$ cat src/rtl/core/sct_pkg.sv
// Shared types, constants and the divide step for the sine/cosine unit.
// No dependencies; every other file refers to it by scoped names.
package sct_pkg;

  localparam int FRAC       = 59;
  localparam int DW         = 11;
  localparam int DIV_STAGES = 8;
  localparam int QUEUE_DEPTH = 4;

  localparam logic [63:0] TWO_PI_Q56        = 64'h06487ED5110B4612;
  localparam logic [63:0] TWO_PI_Q59        = 64'h3243F6A8885A3090;
  localparam logic [63:0] PI_Q59            = 64'h1921FB54442D1847;
  localparam logic [63:0] HALF_PI_Q59       = 64'h0C90FDAA22168C23;
  localparam logic [63:0] THREE_HALF_PI_Q59 = 64'h25B2F8FE6643A46A;
  localparam logic [63:0] ONE_Q59           = 64'h0800000000000000;
  localparam logic [13:0] RECIP_TWO_PI      = 14'd10430;

  typedef struct packed {
    logic        kind;
    logic        neg;
    logic [60:0] x;
  } fold_t;

  typedef struct packed {
    logic               kind;
    logic               neg;
    logic [63:0]        x2;
    logic [63:0]        term;
    logic signed [63:0] sum;
  } work_t;

  typedef struct packed {
    logic [DW-1:0] rem;
    logic [3:0]    digit;
  } dstep_t;

  // one radix-16 long division digit against a small constant divisor
  function automatic dstep_t div_step(input logic [DW-1:0] rem, input logic [3:0] nib,
                                     input logic [DW-1:0] d);
    logic [DW+3:0] r;
    logic [3:0]    dg;
    dstep_t        s;
    r  = {rem, nib};
    dg = '0;
    for (int k = 1; k < 16; k++) begin
      if (r >= (15'(d) * 15'(k))) dg = 4'(k);
    end
    s.digit = dg;
    s.rem   = DW'(r - (15'(d) * 15'(dg)));
    return s;
  endfunction

endpackage

$ cat src/rtl/core/sct_queue.sv
// Short queue between front and back end.
// Depends on sct_pkg.
module sct_queue (
  input  logic           clk,
  input  logic           rst,
  input  logic           push,
  input  sct_pkg::fold_t wdata,
  input  logic           pop,
  output sct_pkg::fold_t rdata,
  output logic           full,
  output logic           empty
);

  localparam int AW = $clog2(sct_pkg::QUEUE_DEPTH);

  sct_pkg::fold_t mem [sct_pkg::QUEUE_DEPTH];
  logic [AW-1:0] wp, rp;
  logic [AW:0]   cnt;

  assign full  = (cnt == (AW+1)'(sct_pkg::QUEUE_DEPTH));
  assign empty = (cnt == '0);
  assign rdata = mem[rp];

  always_ff @(posedge clk) begin
    if (rst) begin
      wp  <= '0;
      rp  <= '0;
      cnt <= '0;
    end else begin
      if (push) wp <= wp + 1'b1;
      if (pop)  rp <= rp + 1'b1;
      if (push && !pop) cnt <= cnt + 1'b1;
      else if (pop && !push) cnt <= cnt - 1'b1;
    end
  end

  always_ff @(posedge clk) begin
    if (push) mem[wp] <= wdata;
  end

endmodule

$ cat config.mk
export PLATFORM = sky130hd
export DESIGN_NAME = sct_queue
export DESIGN_NICKNAME = d
export VERILOG_FILES = /design/src/rtl/core/sct_pkg.sv /design/src/rtl/core/sct_queue.sv
export SDC_FILE = /design/constraint.sdc
export NUM_CORES = 1
export LEC_CHECK = 0
export ABC_AREA = 1
export BUFFER_PORTS_ARGS = -buffer_cell sky130_fd_sc_hd__buf_2
export CORE_UTILIZATION = 45
export CTS_BUF_LIST = sky130_fd_sc_hd__clkbuf_8
export DETAILED_ROUTE_END_ITERATION = 16
export GPL_ROUTABILITY_DRIVEN = 0
export GPL_TIMING_DRIVEN = 0
export HOLD_SLACK_MARGIN = 0.02
export PLACE_DENSITY_LB_ADDON = 0.12
export SYNTH_ARGS = -nofsm -noshare
export SYNTH_HDL_FRONTEND = slang
export SYNTH_SLANG_ARGS = --single-unit
$ cat constraint.sdc
create_clock -name clk -period 2.1 [get_ports clk]
set_input_delay 0.105 -clock clk [delete_from_list [all_inputs] [get_ports clk]]
set_output_delay 0.105 -clock clk [all_outputs]
set_load 0.01 [all_outputs]
### After elaboration in Yosys (flattened, before gate mapping)

Memory sizes are Yosys's and may differ from the RTL's. A register that Yosys moved wholly into a read port is not among the register bits.
Cells that the tools add are included.

* input port bits: 67
* memories: 1
* memory bits (read-only): 0
* output and inout port bits: 65
* register bits after elaboration: 7
* bits in latches: 0
* logic and storage cells: 21
* bits in writable memories: 252

Memories
* mem: depth 4, bits a word 63, read ports 1, clocked after memory_dff 1, wr ports 1, line sct_queue.sv:16 `sct_pkg::fold_t mem [sct_pkg::QUEUE_DEPTH];`

* add/sub/neg operators: 4
* multiplexer cells: 6
* divide/modulo/power cells: 0
* reductions and logical operators: 6
* order comparisons: 0
* equality and inequality tests: 1
* bitwise operators: 0
* shift-type cells: 0
* $mul: 0

Operators by type and width (number)
* two-way mux 3 bit: 2
* adder 2 x 1 -> 2 bit, second input constant: 2
* two-way mux 2 bit: 2
* adder 3 x 1 -> 3 bit, second input constant: 1
* equality test 3 bit, second input constant: 1
* logical NOT 3 bit: 1
* subtractor 3 x 1 -> 3 bit, second input constant: 1
* logical AND 1 bit: 2
* logical NOT 1 bit: 2
* two-way mux 1 bit: 2
* nonzero test 2 bit: 1

### Depth between registers and ports, before layout

* depth in word-level cells: 4
* depth in mapped cells: 10
* gate-level depth less buffers: 10

### Least setup slack after synthesis

Ideal clock, no wire load.

* path kind: flip-flop to flip-flop
* start point: reg wp[0]
* end point: mem mem[2][0] (netlist bit) (enable)
* stages on the path, launching flop included: 5
* path slack: -131 ps
* required time: 1683 ps
* path buffers: 0
* arrival time: 1814 ps
* setup time: 417 ps
* cells stage by stage: dfxtp_1 inv_1 ha_1 nand2_1 inv_1

RTL lines
* start, declared: line sct_queue.sv:17 `logic [AW-1:0] wp, rp;`
* start signal, assigned: line sct_queue.sv:30 `if (push) wp <= wp + 1'b1;`
* end, declared: line sct_queue.sv:16

Straight into the memory's write port.

### Final worst setup path

* start point: reg wp[0]
* end point: mem mem[2][42] (netlist bit) (enable)

Straight into the memory's write port.

==> impl_metrics.py <==
metrics = {
    "outcome": {
        "status": "finished clean",
    },
    "die": {
        "num_rows": 54,
        "die_h_um": 151,
        "start_util_pct": 46.0,
        "coreArea_mm2": 0.0218,
        "dieArea_mm2": 0.0229,
        "ios": 132,
        "fp.dieW_um": 151,
    },
    "logic_synthesis": {
        "syn_nets": 740,
        "ys_async_sr_fraction_pct": 0,
        "synthCells": 667,
        "synth_ff_type": "edfxtp_1",
        "synth_area_mm2": 0.0100,
        "synth.most_common_cell": "edfxtp_1",
        "synth_cell_types": 25,
        "yosysWarnings": 0,
        "synth.largest_area_cell": "edfxtp_1",
        "synth_seq_cells": 261,
        "post-synth-top-area-fraction_pct": 75.4,
        "synth_common_cells": "252 x edfxtp_1, 118 x o21ai_0, 102 x nor2_1",
        "synth_edf_count": 252,
        "ys_seq_area_share_pct": 77.2,
        "synthTopCellsByArea": "edfxtp_1 75%, o21ai_0 5.9%, nor2_1 3.8%",
        "avgSynthCellArea_um2": 15.0,
    },
    "power": {
        "p_leak_uw": 0.00456,
        "ir_worst_vdd_uv": 544,
        "p_per_area_mw_per_mm2": 879,
    },
    "final_layout": {
        "instances_no_fill": 1227,
        "final_nets": 989,
        "final_layout_size_suffix_gt1_share_pct": 32.0,
        "multi_input_area_mm2": 0.00199,
        "fillers": 1744,
        "final_core_utilization_pct": 57.8,
        "ff_latch_area_mm2": 0.00775,
        "area_growth_pct": 25.8,
        "final_cell_area_mm2": 0.0126,
        "num_antenna_cells": 0,
    },
    "worst_setup_path": {
        "crit_slowest_cell": "clkinvlp_4",
        "critPathMaxStageDelay_ns": 0.50,
        "cp_max_fo": 32,
        "cp.buffers_inverters": 3,
        "reg2reg_slack_ns": 0.11,
        "crit_path_cell_trace": "inv_2 > ha_1 > nand2_1 > clkinvlp_4 > buf_12",
        "cp-end-kind": "flip-flop",
        "cp.arrival_ns": 2.26,
        "start_kind": "flip-flop",
        "required_ns": 2.36,
        "worstSetupPathType": "flip-flop to flip-flop",
        "crit_family": "buffers and inverters",
    },
    "clock_network": {
        "cts_buffer_depth": 3,
        "cts.reportedPaths.clkPinSlew_ns": 0.06,
        "cts-root-buf": "clkbuf_8",
        "cts-buffers-inserted": 42,
        "cts_tree": "done",
        "cts_setup_buffers": 0,
        "clk_latency_ns": 0.53,
        "cts_sinks": 261,
        "cts_max_level": 2,
    },
    "route": {
        "dr.first_iter.drc_count": 272,
        "wl_met2_um": 11900,
        "wl_um": 23500,
        "firstDrtPassIters": 4,
        "route.detailed.drc": 0,
        "final_antenna_net_count": 0,
        "num_vias": 6442,
        "m1WireLength_um": 9850,
        "wl_met3_um": 1310,
        "post_drt_wl_per_cell_um": 19.1,
        "vias_per_cell": 5.25,
        "top_layer_used": "met4",
    },
    "sta": {
        "skew_ns": 0.0110,
        "period_needed_ns": 1.99,
        "fin_setup_tns_ns": 0,
        "timing.fmax_mhz": 501,
        "period_share_pct": 95.0,
        "slew_violations": 0,
        "hold_viol_final": 0,
        "maxSlewHeadroom_pct": 66.9,
        "finalSetupViolCount": 0,
        "worst_pin_slew_ns": 0.495,
    },
    "placed_design": {
        "place.port_buffers": 131,
        "placed_cell_area_mm2": 0.0112,
        "placed_cells": 1083,
        "hpwlAfterDp_um": 13900,
    },
    "hold_path": {
        "min-delay-path-class": "primary input to flip-flop",
    },
    "global_routing": {
        "grt_pass1_wl_um": 34900,
        "overflow": 0,
        "track_usage_pct": 20.6,
        "first_global_vias": 6657,
        "grt_start_max_net_pins": 33,
        "antenna_found_initial": 0,
    },
    "job": {
        "maxCapViolations": 0,
    },
}
## final timing paths
kind	start	to	cells past startpoint
hold / removal	rst	cnt[0]	3
setup / recovery	wp[0]	mem[2][42]	5
hold reg to reg	rp[1]	flip-flop	1
setup reg to reg	wp[0]	mem[2][42]	5
## stage by stage
step / power [uW] / setup slack [ns] / hold slack (ns)
2_1_floorplan: 6770 / 0.110 / 0.177
3_3_place_gp: 7260 / -0.812 / 0.278
3_5_place_dp: 7320 / -0.179 / 0.286
4_1_cts: 11200 / -0.0719 / 0.248
5_1_grt: 11500 / -0.000115 / 0.289
6_report: 11100 / 0.105 / 0.292
## flip-flops by register name, indices dropped and copies added, names as in the netlist, named ones only
register  cells
wp            2
mem         252
cnt           3
rp            2
## repair_timing
action | 4_1_cts | 5_1_grt
endpoints found under the hold margin | 261 | 0
pin swaps | 0 | 1
cloned | 2 | 1
setup endpoints to repair | 136 | 56
hold buffers | 66 | 0
resized for setup | 17 | 12
## worst min-delay path: cells and delay by family
family                 cells  cell delay [ns]
buffers and inverters      2             0.63
AND/OR/NAND/NOR            1             0.04
## power breakdown
part	switching (uW)	internal [uW]
Combinational	809	505
Clock	1850	1910
Sequential	58.5	5950
## cell families after synthesis
| group | synth area share, % |
|---|---|
| flip-flops | 77.2 |
| AO/OA/AOI/OAI | 12.5 |
| AND/OR/NAND/NOR | 6.24 |
| buffers and inverters | 3.12 |
| adder cells (fa/ha/maj) | 0.823 |
| XOR/XNOR | 0.0873 |
## cell type report
| cell class | instances | area share (%) |
|---|---|---|
| flip-flops and latches | 261 | 61.4 |
| inverters | 17 | 0.724 |
| multi-input cells | 349 | 15.7 |
| clock buffers | 43 | 4.69 |
| plain buffers | 40 | 2.09 |
| well taps | 280 | 2.78 |
| repair inverters | 3 | 0.179 |
| clock inverters | 32 | 1.13 |
| repair buffers | 202 | 11.2 |
## cells in the final DEF, fill, tap and decap left out, types with 15 or more instances in the layout
| cell | instances |
|---|---|
| clkbuf_2 | 17 |
| dlygate4sd3_1 | 66 |
| buf_2 | 142 |
| nor2_2 | 30 |
| edfxtp_1 | 252 |
| clkbuf_8 | 43 |
| inv_1 | 25 |
| o22ai_1 | 31 |
| o21ai_1 | 15 |
| o22ai_2 | 32 |
| o21ai_0 | 116 |
| nor2_1 | 102 |
## per-layer routing
layer	vias up	global-route usage (%)
li1	3016	-
met1	3214	25.8
met2	180	35.2
met3	32	4.76
met4	0	6.70
met5	-	0
No activity file was read; power rests on OpenSTA's default activity.
