File: config.mk
export PLATFORM = sky130hd
export DESIGN_NAME = sct_front
export DESIGN_NICKNAME = d
export VERILOG_FILES = /design/src/rtl/core/sct_pkg.sv /design/src/rtl/core/sct_front.sv
export SDC_FILE = /design/constraint.sdc
export NUM_CORES = 2
export LEC_CHECK = 0
export BUFFER_PORTS_ARGS = -buffer_cell sky130_fd_sc_hd__buf_2
export CAP_MARGIN = 10
export CORE_MARGIN = 2
export CORE_UTILIZATION = 50
export CTS_CLUSTER_SIZE = 40
export DETAILED_ROUTE_END_ITERATION = 8
export PLACE_DENSITY = 0.81
export SLEW_MARGIN = 25
export SYNTH_ARGS = -nofsm -noshare
export SYNTH_HDL_FRONTEND = slang
export SYNTH_SLANG_ARGS = --single-unit
File: constraint.sdc
create_clock -name clk -period 13 [get_ports clk]
set_input_delay 0.65 -clock clk [delete_from_list [all_inputs] [get_ports clk]]
set_output_delay 0.65 -clock clk [all_outputs]
set_load 0.01 [all_outputs]
File: src/rtl/core/sct_pkg.sv
// Shared types, constants and the divide step for the sine/cosine unit.
// No dependencies; every other file refers to it by scoped names.
package sct_pkg;

  localparam int FRAC       = 59;
  localparam int DW         = 11;
  localparam int DIV_STAGES = 8;
  localparam int QUEUE_DEPTH = 4;

  localparam logic [63:0] TWO_PI_Q56        = 64'h06487ED5110B4612;
  localparam logic [63:0] TWO_PI_Q59        = 64'h3243F6A8885A3090;
  localparam logic [63:0] PI_Q59            = 64'h1921FB54442D1847;
  localparam logic [63:0] HALF_PI_Q59       = 64'h0C90FDAA22168C23;
  localparam logic [63:0] THREE_HALF_PI_Q59 = 64'h25B2F8FE6643A46A;
  localparam logic [63:0] ONE_Q59           = 64'h0800000000000000;
  localparam logic [13:0] RECIP_TWO_PI      = 14'd10430;

  typedef struct packed {
    logic        kind;
    logic        neg;
    logic [60:0] x;
  } fold_t;

  typedef struct packed {
    logic               kind;
    logic               neg;
    logic [63:0]        x2;
    logic [63:0]        term;
    logic signed [63:0] sum;
  } work_t;

  typedef struct packed {
    logic [DW-1:0] rem;
    logic [3:0]    digit;
  } dstep_t;

  // one radix-16 long division digit against a small constant divisor
  function automatic dstep_t div_step(input logic [DW-1:0] rem, input logic [3:0] nib,
                                     input logic [DW-1:0] d);
    logic [DW+3:0] r;
    logic [3:0]    dg;
    dstep_t        s;
    r  = {rem, nib};
    dg = '0;
    for (int k = 1; k < 16; k++) begin
      if (r >= (15'(d) * 15'(k))) dg = 4'(k);
    end
    s.digit = dg;
    s.rem   = DW'(r - (15'(d) * 15'(dg)));
    return s;
  endfunction

endpackage

File: src/rtl/core/sct_front.sv
// Front end: accepts angles, reduces them modulo two pi and folds to the first quadrant.
// Depends on sct_pkg.
module sct_front (
  input  logic                clk,
  input  logic                rst,
  input  logic                valid,
  output logic                stall,
  input  logic                kind,
  input  logic signed [31:0]  angle,
  input  logic                full,
  output logic                push,
  output sct_pkg::fold_t      fout
);

  logic en;
  logic v1, v2, v3, v4, v5, v6, v7;
  logic k1, k2, k3, k4, k5, k6;
  logic g1, g2, g3, g4, g5;
  logic [31:0] m1, m2, m3;
  logic [5:0]  q2;
  logic [63:0] p3, r4, r5, x6;
  logic [45:0] qprod;
  sct_pkg::fold_t fold_next, f7;

  assign en    = ~(v7 & full);
  assign stall = ~en;
  assign push  = v7 & ~full;
  assign fout  = f7;
  assign qprod = 46'(m1) * 46'(sct_pkg::RECIP_TWO_PI);

  always_comb begin
    fold_next.kind = k6;
    fold_next.neg  = 1'b0;
    fold_next.x    = x6[60:0];
    if (x6 > sct_pkg::THREE_HALF_PI_Q59) begin
      fold_next.neg = ~k6;
      fold_next.x   = 61'(sct_pkg::TWO_PI_Q59 - x6);
    end else if (x6 > sct_pkg::PI_Q59) begin
      fold_next.neg = 1'b1;
      fold_next.x   = 61'(x6 - sct_pkg::PI_Q59);
    end else if (x6 > sct_pkg::HALF_PI_Q59) begin
      fold_next.neg = k6;
      fold_next.x   = 61'(sct_pkg::PI_Q59 - x6);
    end
  end

  always_ff @(posedge clk) begin
    if (rst) begin
      {v1, v2, v3, v4, v5, v6, v7} <= '0;
    end else if (en) begin
      {v1, v2, v3, v4, v5, v6, v7} <= {valid, v1, v2, v3, v4, v5, v6};
    end
  end

  always_ff @(posedge clk) begin
    if (en) begin
      k1 <= kind;
      g1 <= angle[31];
      m1 <= angle[31] ? 32'(-angle) : 32'(angle);
      k2 <= k1; g2 <= g1; m2 <= m1; q2 <= qprod[45:40];
      k3 <= k2; g3 <= g2; m3 <= m2; p3 <= 64'(q2) * sct_pkg::TWO_PI_Q56;
      k4 <= k3; g4 <= g3; r4 <= {m3, 32'b0} - p3;
      k5 <= k4; g5 <= g4;
      r5 <= (r4 >= sct_pkg::TWO_PI_Q56) ? r4 - sct_pkg::TWO_PI_Q56 : r4;
      k6 <= k5;
      x6 <= ((g5 && r5 != 64'd0) ? sct_pkg::TWO_PI_Q56 - r5 : r5) << 3;
      f7 <= fold_next;
    end
  end

endmodule

Yosys cells after proc, flatten, opt, wreduce, memory -nomap -nowiden
Index checks and enable logic that the tools add are counted.

Reduce and logical (&&, ||, !) cells: 2. Order comparisons: 4. Shift operators: 0. Bitwise gates (word level): 4. Muxes and demuxes: 6. $add $sub $neg: 7. Divide/modulo/power cells: 0. Equality and inequality tests: 0. Multipliers: 2.

Operators with widths (number): two-way mux 62 bit (3); subtractor 61 bit, first input constant (2); greater-or-equal comparator 64 x 59 -> 1 bit, second input constant (1); greater-than comparator 64 x 60 -> 1 bit, second input constant (1); greater-than comparator 64 x 61 -> 1 bit, second input constant (1); greater-than comparator 64 x 62 -> 1 bit, second input constant (1); two-way mux 64 bit (1); nonzero test 64 bit (1); subtractor 64 x 59 -> 64 bit, second input constant (1); subtractor 64 bit (1); multiplier 6 x 58 -> 63 bit, second input constant (1); two-way mux 61 bit (1); subtractor 59 x 61 -> 61 bit, first input constant (1); subtractor 61 bit, second input constant (1); multiplier 32 x 13 -> 45 bit, second input constant (1); negator 32 bit (1); two-way mux 31 bit (1); bitwise AND 1 bit (2); inverter 1 bit (2); logical AND 1 bit (1).

Word-level logic and storage cells: 55. Input bits: 37. RAM bits: 0. Output and inout bits: 65. Bits in read-only memories: 0. Memories kept: 0. Latch bits: 0. Flip-flop bits (word level): 435.

Depth between registers and ports, before layout
Depth after elaboration: 4. Gate-level depth with buffers: 21. Mapped depth without buffers: 21.

Least setup slack after synthesis
Ideal clock, no wire load.

Path type: input-to-reg. Start point: in full. End point: reg v1. Stages on the path: 4. Library setup time: 0.157 ns. Data required time: 12.843 ns. Path slack: -0.454 ns. Arrival time: 13.297 ns. Path buffers: 0. Cell sequence: nand2_1 clkinv_1 nand2_1 a21oi_1.

Word-level cells in the longest chain between the ends: 1.

RTL lines: start, declared (RTL line sct_front.sv:10) `input logic full,`; bitwise AND 1 bit (RTL line sct_front.sv:25) `assign en = ~(v7 & full);`; named net stall (RTL line sct_front.sv:7) `output logic stall,`; end signal, assigned (RTL line sct_front.sv:51) `{v1, v2, v3, v4, v5, v6, v7} <= {valid, v1, v2, v3, v4, v5, v6};`; end, declared (RTL line sct_front.sv:16) `logic v1, v2, v3, v4, v5, v6, v7;`.

The timed path passes the listed nets, and every way through them passes these cells. A chain may end at the register's enable or synchronous reset.

Worst setup path in the final report
Start point: reg m1[22]. End point: reg q2[5], data pin.

Word-level cells in the longest chain between the ends: 1.

RTL lines: start, declared (RTL line sct_front.sv:19) `logic [31:0] m1, m2, m3;`; start signal, assigned (RTL line sct_front.sv:59) `m1 <= angle[31] ? 32'(-angle) : 32'(angle);`; multiplier 32 x 13 -> 45 bit (RTL line sct_front.sv:29) `assign qprod = 46'(m1) * 46'(sct_pkg::RECIP_TWO_PI);`; named net qprod[45] (RTL line sct_front.sv:22) `logic [45:0] qprod;`; end signal, assigned (RTL line sct_front.sv:60) `k2 <= k1; g2 <= g1; m2 <= m1; q2 <= qprod[45:40];`; end, declared (RTL line sct_front.sv:20) `logic [5:0] q2;`.

The timed path passes the listed nets, and every way through them passes these cells.

==> flow_summary.ini <==
[drt]
wl_microns = 77000
viasPerCell = 5.67
ant_nets = 0
wl_per_cell_microns = 17.5
route.detailed.drc = 0
vias = 24900
firstDrtPassIters = 5
drt-initial-drc-count = 1869

[final_layout]
fin_util_pct = 54.5
nFillCells = 5877
regArea_sq_um = 12900
multi_input_area_sq_um = 19500
antenna_cells = 0
final_nets = 3953
drive_gt1_share_pct = 6.70
area_growth_pct = 8.02
fin_area_sq_um = 37400

[placement]
routabilityCongestion = 0.954
hpwl_microns = 59900
io_buffers = 101
dpl-instance-area_sq_um = 36000

[synth]
synth_top_area_cell = edfxtp_1
synth_edf_count = 424
synth_cell_types = 88
synth_flop_cell = edfxtp_1
synthesis.nets = 3909
syn_avg_cell_area_sq_um = 10.2
synth_cells = 3383
ys_seq_area_share_pct = 37.2
syn-cell-area_sq_um = 34600
netlist_top_cells_count = 476 x inv_1, 424 x edfxtp_1, 285 x ha_1, 212 x nand2_1, 212 x xnor2_1
netlist.area_leader.share_pct = 36.8
synth-seq-cells = 431
synth.most_common_cell = inv_1
async_flop_share_pct = 0
synth_warnings = 0
synth_area_leaders = edfxtp_1 37%, fa_1 12%, ha_1 10%

[die]
floorplan.rows = 96
dieHeight_microns = 267
coreArea_sq_um = 68600
die_area_sq_um = 71300
die_x_microns = 267
io-pin-count = 102
initial_utilization_pct = 50.5

[global_route]
grt_util_all_layers_pct = 21.7
grt_pass1_vias = 24300
antenna_found_initial = 0
grt_pass1_wl_microns = 125000
gr-total-overflow = 0
grt_max_degree = 173

[sta]
fmax_mhz = 171
maxSlewHeadroom_pct = 38.2
fin_crit_ns = 5.83
finalHoldViolations = 0
worst_pin_slew_ns = 0.918
final-setup-viol-count = 0
tns_ns = 0
fin_crit_sh_pct = 44.9
rsz0062_at_grt = false
drv_slew = 0
skew_ns = 0.0332

[setup_path]
startpoint_type = register
end_kind = register
critical_path_class = reg2reg
arrival_ns = 6.18
crit_required_ns = 13.34
cp_max_fo = 4
r2r-start = m1[22]
crit_start = m1[22]

[worst_hold_path]
hold_class = in2reg
min_from = kind

[clock_network]
post_cts_buffers = 0
clk_pin_slew_ns = 0.06
cts_max_level = 2
clock_latency_ns = 0.59
post_cts_resized = 0
tritoncts = yes
cts.sinks = 431
numCtsBuffers = 46
ctsLongestPathBuffers = 3
root_buffer = clkbuf_16
ctsHoldBuffers = 0

[job]
maxCapViolCount = 0

[status]
status = complete, no violations
## critical path: stages (launching register included)
cell and delay, ns:
edfxtp_1 0.44, inv_1 0.24, fa_1 0.48, fa_1 0.51
inv_1 0.05, fa_1 0.47, fa_1 0.49, inv_1 0.05
fa_1 0.53, inv_1 0.05, ha_1 0.32, a21o_1 0.17
a211o_1 0.32, a2111oi_0 0.51, a311o_1 0.35, a31oi_1 0.14
a21o_1 0.22, a21oi_1 0.18, xnor2_1 0.08
## layer usage
layer | part of all wire [%] | GRT usage [%] | vias to the layer above
met2 | 50 | 37.7 | 685
met1 | 42 | 27.7 | 12000
met3 | 4.1 | 2.37 | 172
met5 | 0 | 0 | -
li1 | - | - | 12100
met4 | 4.3 | 9.16 | 0
## stage by stage
| stage | worst slack, ns | hold slack (ns) | instances |
|---|---|---|---|
| after global routing | 6.81 | 0.244 | 4393 |
| after CTS | 7.16 | 0.236 | 4393 |
| final | 7.17 | 0.264 | 4393 |
| after floorplan | 4.85 | 0.400 | 3383 |
| after detailed placement | 7.17 | 0.405 | 4310 |
| after global placement | 7.28 | 0.401 | 4310 |
## path summary, 6_finish.rpt
path / to / cells after the start / slack (ns)
max: q2[5] / 18 / 7.17
min reg2reg: m3[8] / 0 / 0.42
max reg2reg: q2[5] / 18 / 7.17
min: k1 / 1 / 0.26
## cell type report
type                    count  area share [%]
well taps                 931            3.12
clock inverters            27           0.572
repair buffers            112            1.61
inverters                 478            4.80
clock buffers              56            3.24
flip-flops and latches    431            34.4
multi-input cells        2358            52.2
## cell usage in the layout (no fill, tap or decap), drive strengths merged, types with 26 or more instances in the layout
cell and instances:
edfxtp 424, and3 28, nor3 74, fa 204, a31oi 40, nor2b 26
a21o 66, inv 481, xor2 106, nand2 212, nand4 46, a21oi 175
or3 30, nand2b 30, ha 285, o21ai 145, nor2 174, o211ai 29
nand3 66, xnor2 212, clkbuf 56, buf 112, nor4 46
## cells by family (layout without fill, tap and decap cells)
logic type               after synthesis  after routing  share of synthesized area, %
multiplexers                          10             10                         0.296
XOR/XNOR                             318            318                          8.05
flip-flops                           431            431                          37.2
buffers and inverters                594            673                          6.51
adder cells (fa/ha/maj)              489            489                          22.1
AO/OA/AOI/OAI                        707            707                          13.6
AND/OR/NAND/NOR                      834            834                          12.2
## sequential cells by signal, summed over array words and instances, names as in the netlist, 6 cells and up
| register | count |
|---|---|
| p3 | 63 |
| r4 | 63 |
| r5 | 63 |
| fout | 62 |
| x6 | 60 |
| m1 | 32 |
| m2 | 32 |
| m3 | 32 |
| q2 | 6 |
Power is not shown: default switching activity piles up to over one toggle a cycle in this logic, so the estimate is an artifact.
